<file path="config.mk">
export PLATFORM = sky130hd
export DESIGN_NAME = per_origin_replay_window_dedup
export DESIGN_NICKNAME = d
export VERILOG_FILES = /design/src/hw/rtl/prwd_pkg.sv /design/src/hw/rtl/prwd_ctrl.sv /design/src/hw/rtl/prwd_datapath.sv /design/src/hw/rtl/per_origin_replay_window_dedup.sv
export VERILOG_INCLUDE_DIRS = /design/src /design/src/hw/rtl
export SDC_FILE = /design/constraint.sdc
export NUM_CORES = 2
export LEC_CHECK = 0
export ABC_AREA = 1
export BUFFER_PORTS_ARGS = -buffer_cell sky130_fd_sc_hd__buf_2
export CAP_MARGIN = 40
export CORE_MARGIN = 5
export CORE_UTILIZATION = 50
export CTS_CLUSTER_DIAMETER = 80
export DETAILED_ROUTE_END_ITERATION = 10
export PLACE_DENSITY = 0.67
export SLEW_MARGIN = 20
export SYNTH_ARGS = -nofsm -noshare
export SYNTH_HDL_FRONTEND = slang
export SYNTH_SLANG_ARGS = --single-unit
</file>
<file path="constraint.sdc">
create_clock -name aclk -period 19.9 [get_ports aclk]
set_input_delay 1.99 -clock aclk [delete_from_list [all_inputs] [get_ports aclk]]
set_output_delay 1.99 -clock aclk [all_outputs]
set_load 0.02 [all_outputs]
</file>
<file path="src/hw/rtl/per_origin_replay_window_dedup_macros.svh">
// ----------------------------------------------------------------------------
// Assertion macros for the replay window dedup block
// Clocked concurrent assertion wrappers used by the RTL files.
// ----------------------------------------------------------------------------
`ifndef PER_ORIGIN_REPLAY_WINDOW_DEDUP_MACROS_SVH
`define PER_ORIGIN_REPLAY_WINDOW_DEDUP_MACROS_SVH

// Assertion that is switched off while reset is asserted
`define PRWD_ASSERT(lbl, clk, rstn, prop, msg) \
    lbl: assert property (@(posedge clk) disable iff (!rstn) prop) else $error(msg);

// Assertion that is checked during reset as well
`define PRWD_ASSERT_ALWAYS(lbl, clk, prop, msg) \
    lbl: assert property (@(posedge clk) prop) else $error(msg);

`endif

</file>
<file path="src/hw/rtl/prwd_pkg.sv">
// ----------------------------------------------------------------------------
// Replay window dedup package
// Item types, verdict codes, controller command and status groups.
// ----------------------------------------------------------------------------
package prwd_pkg;

    // Field widths fixed by the item format
    localparam int ID_W   = 64;
    localparam int SEQ_W  = 32;
    localparam int SLOT_FIELD_W = 3;

    // Replay window length in sequence numbers
    localparam int WINDOW = 32;

    // Defaults for the top-level parameters
    localparam int PEER_SLOTS_DEF = 8;
    localparam int ID_BYTES_DEF   = 8;

    typedef enum logic [1:0] {
        VERDICT_FRESH = 2'd0,
        VERDICT_DUP   = 2'd1,
        VERDICT_ECHO  = 2'd2
    } verdict_t;

    typedef struct packed {
        logic [ID_W-1:0]  origin_id;
        logic [SEQ_W-1:0] sequence_req;
    } in_item_t;

    typedef struct packed {
        verdict_t                 verdict;
        logic [SLOT_FIELD_W-1:0]  slot;
        logic                     new_peer;
        logic                     evicted;
    } out_item_t;

    // Controller to datapath
    typedef struct packed {
        logic load_in;     // latch the accepted item
        logic search_clr;  // clear search results and the scan index
        logic scan_rd;     // read the table at the scan index, then advance
        logic echo_out;    // load an own-echo result into the output register
        logic commit;      // write back the chosen slot and load the result
    } ctrl_cmd_t;

    // Datapath to controller
    typedef struct packed {
        logic is_echo;     // latched origin equals own id
        logic out_free;    // output register can take a result this cycle
        logic scan_last;   // scan index is at the last slot
    } ctrl_sts_t;

endpackage

</file>
<file path="src/hw/rtl/prwd_ctrl.sv">
// ----------------------------------------------------------------------------
// Replay window dedup controller
// Sequences echo check, table scan, drain and write back for each item.
// ----------------------------------------------------------------------------
module prwd_ctrl (
    input  logic                aclk,
    input  logic                aresetn,
    input  logic                s_valid,
    output logic                s_ready,
    input  prwd_pkg::ctrl_sts_t sts,
    output prwd_pkg::ctrl_cmd_t cmd
);
    import prwd_pkg::*;

    typedef enum logic [4:0] {
        ST_IDLE   = 5'b00001,
        ST_CHECK  = 5'b00010,
        ST_SCAN   = 5'b00100,
        ST_DRAIN  = 5'b01000,
        ST_UPDATE = 5'b10000
    } state_t;

    state_t state_reg;
    state_t state_next;

    // State register
    always_ff @(posedge aclk) begin
        if (!aresetn) begin
            state_reg <= ST_IDLE;
        end else begin
            state_reg <= state_next;
        end
    end

    // Next state and commands
    always_comb begin
        state_next     = state_reg;
        cmd            = '0;
        s_ready        = 1'b0;
        case (state_reg)
            ST_IDLE: begin
                s_ready = 1'b1;
                if (s_valid) begin
                    cmd.load_in = 1'b1;
                    state_next  = ST_CHECK;
                end
            end
            ST_CHECK: begin
                if (sts.is_echo) begin
                    if (sts.out_free) begin
                        cmd.echo_out = 1'b1;
                        state_next   = ST_IDLE;
                    end
                end else begin
                    cmd.search_clr = 1'b1;
                    state_next     = ST_SCAN;
                end
            end
            ST_SCAN: begin
                cmd.scan_rd = 1'b1;
                if (sts.scan_last) begin
                    state_next = ST_DRAIN;
                end
            end
            ST_DRAIN: begin
                // last slot's read data is compared on this edge
                state_next = ST_UPDATE;
            end
            ST_UPDATE: begin
                if (sts.out_free) begin
                    cmd.commit = 1'b1;
                    state_next = ST_IDLE;
                end
            end
            default: begin
                state_next = ST_IDLE;
            end
        endcase
    end

endmodule

</file>
<file path="src/hw/rtl/prwd_datapath.sv">
// ----------------------------------------------------------------------------
// Replay window dedup datapath
// Peer table memory, scan compare stage, window update and output register.
// ----------------------------------------------------------------------------
`include "per_origin_replay_window_dedup_macros.svh"

module prwd_datapath #(
    parameter int PEER_SLOTS = prwd_pkg::PEER_SLOTS_DEF,
    parameter int ID_BYTES   = prwd_pkg::ID_BYTES_DEF
) (
    input  logic                 aclk,
    input  logic                 aresetn,
    input  prwd_pkg::ctrl_cmd_t  cmd,
    output prwd_pkg::ctrl_sts_t  sts,
    input  prwd_pkg::in_item_t   s_data,
    input  logic                 cfg_wr_en,
    input  logic [prwd_pkg::ID_W-1:0] cfg_wr_data,
    output logic                 m_valid,
    input  logic                 m_ready,
    output prwd_pkg::out_item_t  m_data
);
    import prwd_pkg::*;

    localparam int ID_BITS = ID_BYTES * 8;
    localparam int SLOT_W  = (PEER_SLOTS > 1) ? $clog2(PEER_SLOTS) : 1;
    localparam int SHIFT_W = $clog2(SEQ_W);
    localparam int WORD_W  = ID_BITS + 3 * SEQ_W;

    // Configuration and latched item
    logic [ID_BITS-1:0] own_id_reg;
    logic [ID_BITS-1:0] org_reg;
    logic [SEQ_W-1:0]   seq_reg;

    // Peer table: {origin, high seq, seen mask, last use}
    logic [WORD_W-1:0]     table_mem [PEER_SLOTS];
    logic [WORD_W-1:0]     rd_word_reg;
    logic [PEER_SLOTS-1:0] slot_valid_reg;
    logic [SEQ_W-1:0]      use_clock_reg;

    // Scan pipeline
    logic [SLOT_W-1:0] scan_idx_reg;
    logic              rd_pend_reg;
    logic [SLOT_W-1:0] rd_idx_reg;

    // Search results
    logic              hit_found_reg;
    logic [SLOT_W-1:0] hit_idx_reg;
    logic [SEQ_W-1:0]  hit_high_reg;
    logic [SEQ_W-1:0]  hit_mask_reg;
    logic              free_found_reg;
    logic [SLOT_W-1:0] free_idx_reg;
    logic              old_found_reg;
    logic [SLOT_W-1:0] old_idx_reg;
    logic [SEQ_W-1:0]  old_last_reg;

    // Output register
    logic      m_valid_reg;
    out_item_t m_data_reg;

    logic [ID_BITS-1:0] rd_origin;
    logic [SEQ_W-1:0]   rd_high;
    logic [SEQ_W-1:0]   rd_mask;
    logic [SEQ_W-1:0]   rd_last;
    logic               rd_slot_valid;

    logic [SLOT_W-1:0]   sel_idx;
    logic [SLOT_W+2:0]   sel_ext;
    logic                evict;
    logic [SEQ_W-1:0]    use_next;
    logic [SEQ_W-1:0]    fwd_dist;
    logic [SEQ_W-1:0]    fwd_dist_m1;
    logic [SEQ_W-1:0]    back_dist;
    logic [SEQ_W-1:0]    back_dist_m1;
    logic [SEQ_W-1:0]    back_bit;
    logic [SEQ_W-1:0]    wr_high;
    logic [SEQ_W-1:0]    wr_mask;
    verdict_t            wr_verdict;
    logic [WORD_W-1:0]   wr_word;

    // Status to controller
    assign sts.is_echo   = (org_reg == own_id_reg);
    assign sts.out_free  = !m_valid_reg || m_ready;
    assign sts.scan_last = (scan_idx_reg == SLOT_W'(PEER_SLOTS - 1));

    // Own id register
    always_ff @(posedge aclk) begin
        if (!aresetn) begin
            own_id_reg <= '0;
        end else if (cfg_wr_en) begin
            own_id_reg <= cfg_wr_data[ID_BITS-1:0];
        end
    end

    // Item latch, only the low id bytes take part
    always_ff @(posedge aclk) begin
        if (cmd.load_in) begin
            org_reg <= s_data.origin_id[ID_BITS-1:0];
            seq_reg <= s_data.sequence_req;
        end
    end

    // Table memory: one read and one write port, read data registered
    always_ff @(posedge aclk) begin
        if (cmd.scan_rd) begin
            rd_word_reg <= table_mem[scan_idx_reg];
        end
    end

    always_ff @(posedge aclk) begin
        if (cmd.commit) begin
            table_mem[sel_idx] <= wr_word;
        end
    end

    assign rd_origin     = rd_word_reg[WORD_W-1 -: ID_BITS];
    assign rd_high       = rd_word_reg[3*SEQ_W-1 -: SEQ_W];
    assign rd_mask       = rd_word_reg[2*SEQ_W-1 -: SEQ_W];
    assign rd_last       = rd_word_reg[SEQ_W-1:0];
    assign rd_slot_valid = slot_valid_reg[rd_idx_reg];

    // Scan index and read pipeline
    always_ff @(posedge aclk) begin
        if (!aresetn) begin
            scan_idx_reg <= '0;
            rd_pend_reg  <= 1'b0;
        end else begin
            rd_pend_reg <= cmd.scan_rd;
            if (cmd.search_clr) begin
                scan_idx_reg <= '0;
            end else if (cmd.scan_rd) begin
                scan_idx_reg <= scan_idx_reg + 1'b1;
            end
        end
    end

    always_ff @(posedge aclk) begin
        if (cmd.scan_rd) begin
            rd_idx_reg <= scan_idx_reg;
        end
    end

    // Compare stage: hit, lowest free slot, least recently used slot
    always_ff @(posedge aclk) begin
        if (!aresetn) begin
            hit_found_reg  <= 1'b0;
            free_found_reg <= 1'b0;
            old_found_reg  <= 1'b0;
        end else if (cmd.search_clr) begin
            hit_found_reg  <= 1'b0;
            free_found_reg <= 1'b0;
            old_found_reg  <= 1'b0;
        end else if (rd_pend_reg && !hit_found_reg) begin
            if (rd_slot_valid) begin
                if (rd_origin == org_reg) begin
                    hit_found_reg <= 1'b1;
                    hit_idx_reg   <= rd_idx_reg;
                    hit_high_reg  <= rd_high;
                    hit_mask_reg  <= rd_mask;
                end else if (!old_found_reg || (rd_last < old_last_reg)) begin
                    old_found_reg <= 1'b1;
                    old_idx_reg   <= rd_idx_reg;
                    old_last_reg  <= rd_last;
                end
            end else if (!free_found_reg) begin
                free_found_reg <= 1'b1;
                free_idx_reg   <= rd_idx_reg;
            end
        end
    end

    // Slot choice
    always_comb begin
        if (hit_found_reg) begin
            sel_idx = hit_idx_reg;
        end else if (free_found_reg) begin
            sel_idx = free_idx_reg;
        end else if (old_found_reg) begin
            sel_idx = old_idx_reg;
        end else begin
            sel_idx = '0;
        end
    end

    assign evict    = !hit_found_reg && !free_found_reg;
    assign sel_ext  = {3'b000, sel_idx};
    assign use_next = use_clock_reg + 1'b1;

    // Window update
    assign fwd_dist     = seq_reg - hit_high_reg;
    assign fwd_dist_m1  = fwd_dist - 1'b1;
    assign back_dist    = hit_high_reg - seq_reg;
    assign back_dist_m1 = back_dist - 1'b1;
    assign back_bit     = SEQ_W'(1) << back_dist_m1[SHIFT_W-1:0];

    always_comb begin
        wr_high    = hit_high_reg;
        wr_mask    = hit_mask_reg;
        wr_verdict = VERDICT_FRESH;
        if (!hit_found_reg) begin
            // new peer starts with an empty window
            wr_high = seq_reg;
            wr_mask = '0;
        end else if (seq_reg > hit_high_reg) begin
            wr_high = seq_reg;
            if (fwd_dist >= SEQ_W'(WINDOW)) begin
                wr_mask = '0;
            end else begin
                wr_mask = (hit_mask_reg << fwd_dist[SHIFT_W-1:0])
                        | (SEQ_W'(1) << fwd_dist_m1[SHIFT_W-1:0]);
            end
        end else if (seq_reg == hit_high_reg) begin
            wr_verdict = VERDICT_DUP;
        end else if (back_dist > SEQ_W'(WINDOW)) begin
            // too far behind the window
            wr_verdict = VERDICT_DUP;
        end else if ((hit_mask_reg & back_bit) != '0) begin
            wr_verdict = VERDICT_DUP;
        end else begin
            wr_mask = hit_mask_reg | back_bit;
        end
    end

    assign wr_word = {org_reg, wr_high, wr_mask, use_next};

    // Valid bits and use clock
    always_ff @(posedge aclk) begin
        if (!aresetn) begin
            slot_valid_reg <= '0;
            use_clock_reg  <= '0;
        end else if (cmd.commit) begin
            slot_valid_reg[sel_idx] <= 1'b1;
            use_clock_reg           <= use_next;
        end
    end

    // Output register
    always_ff @(posedge aclk) begin
        if (!aresetn) begin
            m_valid_reg <= 1'b0;
        end else if (cmd.commit || cmd.echo_out) begin
            m_valid_reg <= 1'b1;
        end else if (m_ready) begin
            m_valid_reg <= 1'b0;
        end
    end

    always_ff @(posedge aclk) begin
        if (cmd.echo_out) begin
            m_data_reg.verdict  <= VERDICT_ECHO;
            m_data_reg.slot     <= '0;
            m_data_reg.new_peer <= 1'b0;
            m_data_reg.evicted  <= 1'b0;
        end else if (cmd.commit) begin
            m_data_reg.verdict  <= wr_verdict;
            m_data_reg.slot     <= sel_ext[SLOT_FIELD_W-1:0];
            m_data_reg.new_peer <= !hit_found_reg;
            m_data_reg.evicted  <= evict;
        end
    end

    assign m_valid = m_valid_reg;
    assign m_data  = m_data_reg;

    // Checks
    `PRWD_ASSERT(a_load_when_free, aclk, aresetn, (cmd.commit || cmd.echo_out) |-> (!m_valid_reg || m_ready), "result loaded while output register busy")
    `PRWD_ASSERT(a_slot_marked, aclk, aresetn, cmd.commit |=> slot_valid_reg[$past(sel_idx)], "committed slot not marked valid")
    `PRWD_ASSERT(a_clock_hold, aclk, aresetn, !cmd.commit |=> $stable(use_clock_reg), "use clock moved without a commit")
    `PRWD_ASSERT(a_evict_is_new, aclk, aresetn, m_valid_reg |-> (!m_data_reg.evicted || m_data_reg.new_peer), "eviction without new peer")
    `PRWD_ASSERT_ALWAYS(a_reset_clears, aclk, !aresetn |=> !m_valid_reg, "output valid survived reset")

endmodule

</file>
<file path="src/hw/rtl/per_origin_replay_window_dedup.sv">
// ----------------------------------------------------------------------------
// Per-origin replay window dedup
// Classifies each received frame as fresh, duplicate or own echo using a
// 32-entry sliding window per peer in a small least recently used table.
// ----------------------------------------------------------------------------
// Usage:
//   Input channel s_valid/s_ready/s_data carries origin_id and sequence_req.
//   Result channel m_valid/m_ready/m_data carries verdict, slot, new_peer and
//   evicted, one result per item, in item order.
//   cfg_wr_en/cfg_wr_data write own_id; write it while idle.
// Sequence:
//   An own echo is loaded into the output register from the check state once
//   it is free. Any other item passes the check, scan, drain and update
//   states and is loaded in update once the output register is free: the
//   table is read one slot per cycle with registered read data, then the
//   chosen slot is written back as the result is loaded. One item is in work
//   at a time; s_ready is high only between items.
// Reset:
//   aresetn (synchronous, active low) clears the slot valid bits, the use
//   clock, own_id and the output register. Table contents need no clearing.
// Stall:
//   A result waits in the output register while m_ready is low; the next item
//   is still accepted and worked on, and holds before write back until the
//   output register is free.
// ----------------------------------------------------------------------------
module per_origin_replay_window_dedup #(
    parameter int PEER_SLOTS = prwd_pkg::PEER_SLOTS_DEF,
    parameter int ID_BYTES   = prwd_pkg::ID_BYTES_DEF
) (
    input  logic                      aclk,
    input  logic                      aresetn,
    input  logic                      s_valid,
    output logic                      s_ready,
    input  prwd_pkg::in_item_t        s_data,
    output logic                      m_valid,
    input  logic                      m_ready,
    output prwd_pkg::out_item_t       m_data,
    input  logic                      cfg_wr_en,
    input  logic [prwd_pkg::ID_W-1:0] cfg_wr_data
);
    import prwd_pkg::*;

    ctrl_cmd_t cmd;
    ctrl_sts_t sts;

    // Sequencer
    prwd_ctrl u_ctrl (
        .aclk    (aclk),
        .aresetn (aresetn),
        .s_valid (s_valid),
        .s_ready (s_ready),
        .sts     (sts),
        .cmd     (cmd)
    );

    // Table, window logic and output register
    prwd_datapath #(
        .PEER_SLOTS (PEER_SLOTS),
        .ID_BYTES   (ID_BYTES)
    ) u_datapath (
        .aclk        (aclk),
        .aresetn     (aresetn),
        .cmd         (cmd),
        .sts         (sts),
        .s_data      (s_data),
        .cfg_wr_en   (cfg_wr_en),
        .cfg_wr_data (cfg_wr_data),
        .m_valid     (m_valid),
        .m_ready     (m_ready),
        .m_data      (m_data)
    );

endmodule
</file>
### Word-level counts from Yosys, hierarchy flattened

Memories as Yosys holds them, arrays and structs flattened. A register that Yosys moved wholly into a read port is not among the register bits.
Cells that the tools add are included.

* mux-type cells: 39
* eq/ne operators: 11
* magnitude comparators: 7
* bitwise gates (word level): 9
* reduce and logical (&&, ||, !) cells: 20
* add/sub/neg operators: 6
* shift-type cells: 3

Operators by type and width (count)
* 32-bit 2-to-1 mux: 8
* 64-bit == test: 2
* 32-bit bitwise OR: 2
* 1-bit by 5-bit << shifter with 32-bit output (first input constant): 2
* 32-bit subtractor: 2
* 32-bit by 1-bit adder with 32-bit output (second input constant): 1
* 32-bit bitwise AND: 1
* 32-bit == test: 1
* 32-bit by 6-bit >= comparator with 1-bit output (second input constant): 1
* 32-bit > comparator: 1
* 32-bit by 6-bit > comparator with 1-bit output (second input constant): 1
* 32-bit less-than comparator: 1
* 32-bit nonzero test: 1
* 32-bit by 5-bit << shifter with 32-bit output: 1
* 5-bit one-hot mux with 5 select lines: 1
* 5-bit 2-to-1 mux: 4
* 1-bit 2-to-1 mux: 17
* 5-bit AND reduction: 2
* 5-bit by 1-bit subtractor with 5-bit output (second input constant): 2
* 3-bit 2-to-1 mux: 3
* 3-bit by 4-bit less-than comparator with 1-bit output (second input constant): 2
* 2-bit 2-to-1 mux: 4
* 8-bit bitwise OR: 1
* 6-bit AND reduction: 1
* other kinds (20): 33

* flip-flop bits (word level): 328
* bits in writable memories: 1280
* word-level logic and storage cells: 119
* output and inout port bits: 9
* memories: 1

Memories
* u_datapath.table_mem: depth 8, bits a word 160, read ports 1, clocked after memory_dff 1, write ports 1, RTL line prwd_datapath.sv:35 `logic [WORD_W-1:0] table_mem [PEER_SLOTS];`

### Longest topological paths before layout

* word-level depth: 10
* depth in mapped cells: 23
* depth with buffers taken out: 22

### Modules after synthesis

Synthesis repeated with hierarchy kept, for this count alone.

* cells, all modules: 6971
* area total of the unflattened synthesis: 76176.8 sq um

By module, submodules not included
* prwd_datapath: area an instance 75829.0 sq um, sequential area each 51749.6 sq um, times used 1, cells an instance 6913
* prwd_ctrl: area an instance 347.8 sq um, sequential area each 100.1 sq um, times used 1, cells an instance 58

### Least setup slack after synthesis

Ideal clock, no wire load.

* kind: reg-to-reg
* start: register u_ctrl.state_reg[4]
* end: register u_ctrl.state_reg[3]
* slack: 0.357 ns
* data required time: 19.759 ns
* arrival: 19.402 ns
* stages on the path, launching flop included: 6
* clock period less this slack: 19.543 ns
* cell sequence: dfxtp_1 -> nor4_1 -> inv_1 -> or2_2 -> nand2_1 -> nor3_1

* cells in the longest elaborated chain, start to end: 3

Ends and longest elaborated chain
* start: declaration: RTL line prwd_ctrl.sv:23 `state_t state_reg;`
* start signal: assignment: RTL line prwd_ctrl.sv:31 `state_reg <= state_next;`
* 5-bit by 3-bit == test with 1-bit output / 5-bit by 1-bit == test with 1-bit output (equally long branches): RTL line prwd_ctrl.sv:40 `case (state_reg)`
* 2-bit inequality test (no line)
* 2-bit AND reduction (no line)

Several ways; a longest one is shown, not always the timed one.
A chain may end at the register's enable or synchronous reset.

### Worst setup path after layout

* start: input port m_ready
* end: memory u_datapath.table_mem[1][50] (netlist bit) (enable)

* cells in the longest elaborated chain, start to end: 5

Ends and longest elaborated chain
* start: declaration: RTL line per_origin_replay_window_dedup.sv:36 `input logic m_ready,`
* 1-bit logical OR: RTL line prwd_datapath.sv:82 `assign sts.out_free = !m_valid_reg || m_ready;`
* 1-bit 2-to-1 mux: RTL line prwd_ctrl.sv:70 `if (sts.out_free) begin`
* 1-bit 2-to-1 mux: RTL line prwd_ctrl.sv:40
* 1-bit 2-to-1 mux: RTL line prwd_datapath.sv:110 `if (cmd.commit) begin`
* 1-bit 2-to-1 mux (not written as such): RTL line prwd_datapath.sv:111 `table_mem[sel_idx] <= wr_word;`
* end: declaration: RTL line prwd_datapath.sv:35

No other way between the ends.

==> impl_metrics.ini <==
[run_status]
run_status = complete, no violations

[power]
p_per_area_mw_per_mm2 = 94.6
leakage_dissipation_nw = 31.4
ir_drop_uv = 86.5

[floorplan]
vertical_die_dimension_um = 400
chipWidth_um = 400
core_area_mm2 = 0.152
io_pins = 174
start_util = 0.501
dieArea_mm2 = 0.160
placementRows = 143

[place]
routability_congestion = 0.956
io_buffer_count = 173
dp_cells = 8876
place.detailed.hpwl_mm = 119

[synth]
synth.area.mux_share = 0.00198
mappedNetlistArea_mm2 = 0.0759
synth.lib_cells_used.distinct = 52
netlist_top_cells_area = edfxtp_1 (65%), nor2_1 (7.6%), o21ai_0 (5.7%), nand2_1 (3.9%), dfxtp_1 (3.3%)
yosysTopAreaCellShare = 0.650
yosys.area.top_type = edfxtp_1
post_synth_fa_ha_maj_area_fraction = 0.0165
post_synthesis_compound_gate_area_fraction = 0.100
synthesized_area_fraction_occupied_by_xor_and_xnor_cells = 0.0152
synth_cells = 6923
synth_area_per_cell_um2 = 11.0
yosys_warnings = 0
syn-num-nets = 7187
synth-seq-cells = 1768
main_combinational_cell_family_by_area_after_synthesis = simple AND/OR/NAND/NOR gates
yosys.area_share.simple = 0.141
register_area_share_after_synthesis = 0.683

[flow_run]
max_cap_viol_count = 0

[clock_network]
clk-insertion-delay-late_ns = 0.82
cts_tree = yes
cts.sink_count = 1768
htree_levels = 4
post_cts_resize_count = 0
clockBufferDepth = 3
hold_buf_count_cts = 0
clk_pin_slew_ns = 0.06
cts-root-buf = clkbuf_16
postCtsSetupRepairBufs = 0
numCtsBuffers = 176

[timing]
finalCriticalPeriod_ns = 5.19
timing_worst_slew_pin_value_ns = 0.978
timing.final.max_slew_violations = 0
fin_hold_ws_ns = 0.411
min_period_over_period = 0.261
timing.max_slew.rel_slack = 0.348
fmax_mhz = 193
setup-violations-final = 0
skew_ns = 0.0745
setup_total_negative_slack_ns = 0
hold_viol_final = 0
grt_setup_unrepaired = no

[layout]
fin_nets = 7309
fill_cells = 12579
stdcell_count = 9218
flow.area_growth_from_synthesis_pct = 12.3
layout-drive-gt1-share = 0.0860
commonest_non_fill_non_tap_cells_in_the_layout = edfxtp_1 (1644), nor2_1 (1532), o21ai_0 (859)
largest_register_ffs = 1280
layout_commonest_cell = edfxtp_1

[drt]
wl_met1_mm = 83.0
routed_via_density = 5.61
drt-pass1-iter-count = 6
remaining_routing_drc_violations = 0
postRouteWirelength_mm = 193
met3_length_mm = 12.7
count_of_antenna_violating_nets_left_after_detailed_routing = 0
dr.max_layer_used = met4
wl_met2_mm = 91.6
vias = 51740
drt_iter0_markers = 5605
detail_route.wl_per_cell_um = 20.9

[critical_path]
timing.critical_path.mode_cell = buf_4
worst_setup_path_class = in2reg
crit_fanout = 57
cp_data_required_time_ns = 20.34
critical_path.slowest_cell = buf_4
worst_setup_path_end_kind = flop
cp.arrival_ns = 5.63
crit_chain = buf_2 > nor2_1 > nor2_1 > buf_4 > inv_1 > buf_4 > nor2_1 > inv_1 > nor2_4 > buf_4 > buf_4 > buf_12
crit_buf_inv = 8
timing.critical_path.max_delay_family = buffers and inverters
timing.critical_path.slowest_cell_delay_ns = 0.71
cp-start-kind = input port

[global_routing]
grt_pass1_wl_mm = 292
total_track_usage = 0.237
number_of_antenna_violations_at_the_first_check_in_global_routing = 3
grt_max_degree = 206
vias_in_the_first_global_route = 49784
global_route_total_overflow = 0

[worst_hold_path]
hold_class = reg2reg
==> power by group <==
part / total [mW] / internal (mW) / leakage, nW / switching [mW]
sequential: 4.23 / 4.13 / 16.0 / 0.0923
clock: 3.26 / 1.85 / 2.81 / 1.41
combinational: 0.581 / 0.173 / 12.7 / 0.408
total: 8.06 / 6.16 / 31.4 / 1.91
==> cell type report <==
type                       count  area [um2]  area share
multi-input combinational   4332       20900       0.246
clock inverter                95         962      0.0113
tap                         2030        2540      0.0298
inverter                     468        1780      0.0209
antenna                        3        7.51   0.0000881
timing repair buffer         299        2360      0.0277
clock buffer                 223        4800      0.0563
sequential                  1768       51900       0.608
==> cell usage after synthesis, drive strengths merged <==
cell type,n
edfxtp,1644
nor2,1554
o21ai,880
nand2,801
inv,460
clkbuf,293
nand3,203
o22ai,177
a31oi,163
a21oi,135
dfxtp,124
ha,97
xor2,82
buf,62
nand4,52
xnor2,50
nor3,24
nor4,22
or2,17
mux2i,15
o211ai,13
a221oi,8
clkinv,8
a211oi,5
o21bai,5
a21o,4
nand3b,3
o2111ai,3
o31ai,3
a21boi,2
a22oi,2
and2,2
fa,2
o21a,2
o221ai,2
and3,1
nor3b,1
o311ai,1
o32ai,1
==> cell families (layout without fill, tap and decap cells) <==
kind of cell,count (synthesis),in the layout
compound gates,1406,1406
flops,1768,1768
fa+ha+maj,99,99
xor+xnor,132,132
simple gates,2680,2680
buf+inv,823,1085
mux,15,15
other cells,0,3
==> stage by stage <==
stage | util | area (um2) | setup slack, ns | total power [mW]
2_1_floorplan | - | 75900 | 0.357 | 4.65
3_3_place_gp | 0.518 | 78600 | 13.81 | 4.86
3_5_place_dp | 0.522 | 79200 | 13.91 | 4.87
4_1_cts | 0.560 | 84900 | 14.73 | 8.11
5_1_grt | 0.563 | 85200 | 14.51 | 8.33
6_report | 0.563 | 85300 | 14.71 | 8.06
==> worst reg2reg max path: cells and delay by family, from the launching register on <==
| family | cells | cell delay (ns) |
|---|---|---|
| AO/OA/AOI/OAI | 1 | 0.72 |
| adder cells (fa/ha/maj) | 1 | 0.54 |
| buffers and inverters | 3 | 1.61 |
| flip-flops | 1 | 0.44 |
| AND/OR/NAND/NOR | 7 | 1.24 |
==> routing by layer <==
layer,up-vias,track usage
li1,24382,-
met1,25134,0.331
met2,1910,0.390
met3,314,0.0320
met4,0,0.0750
met5,-,0
==> path summary, 6_finish.rpt <==
check	start	endpoint	slack, ns	depth (start not counted)
worst min register to register	u_datapath.rd_word_reg[39]	u_datapath.hit_mask_reg[7]	0.41	0
worst max-delay path	m_ready	u_datapath.table_mem[1][50]	14.71	12
worst min-delay path	u_datapath.rd_word_reg[39]	u_datapath.hit_mask_reg[7]	0.41	0
worst max register to register	u_datapath.seq_reg[18]	u_datapath.table_mem[4][95]	15.07	12
(Power assumes the default switching activity.)
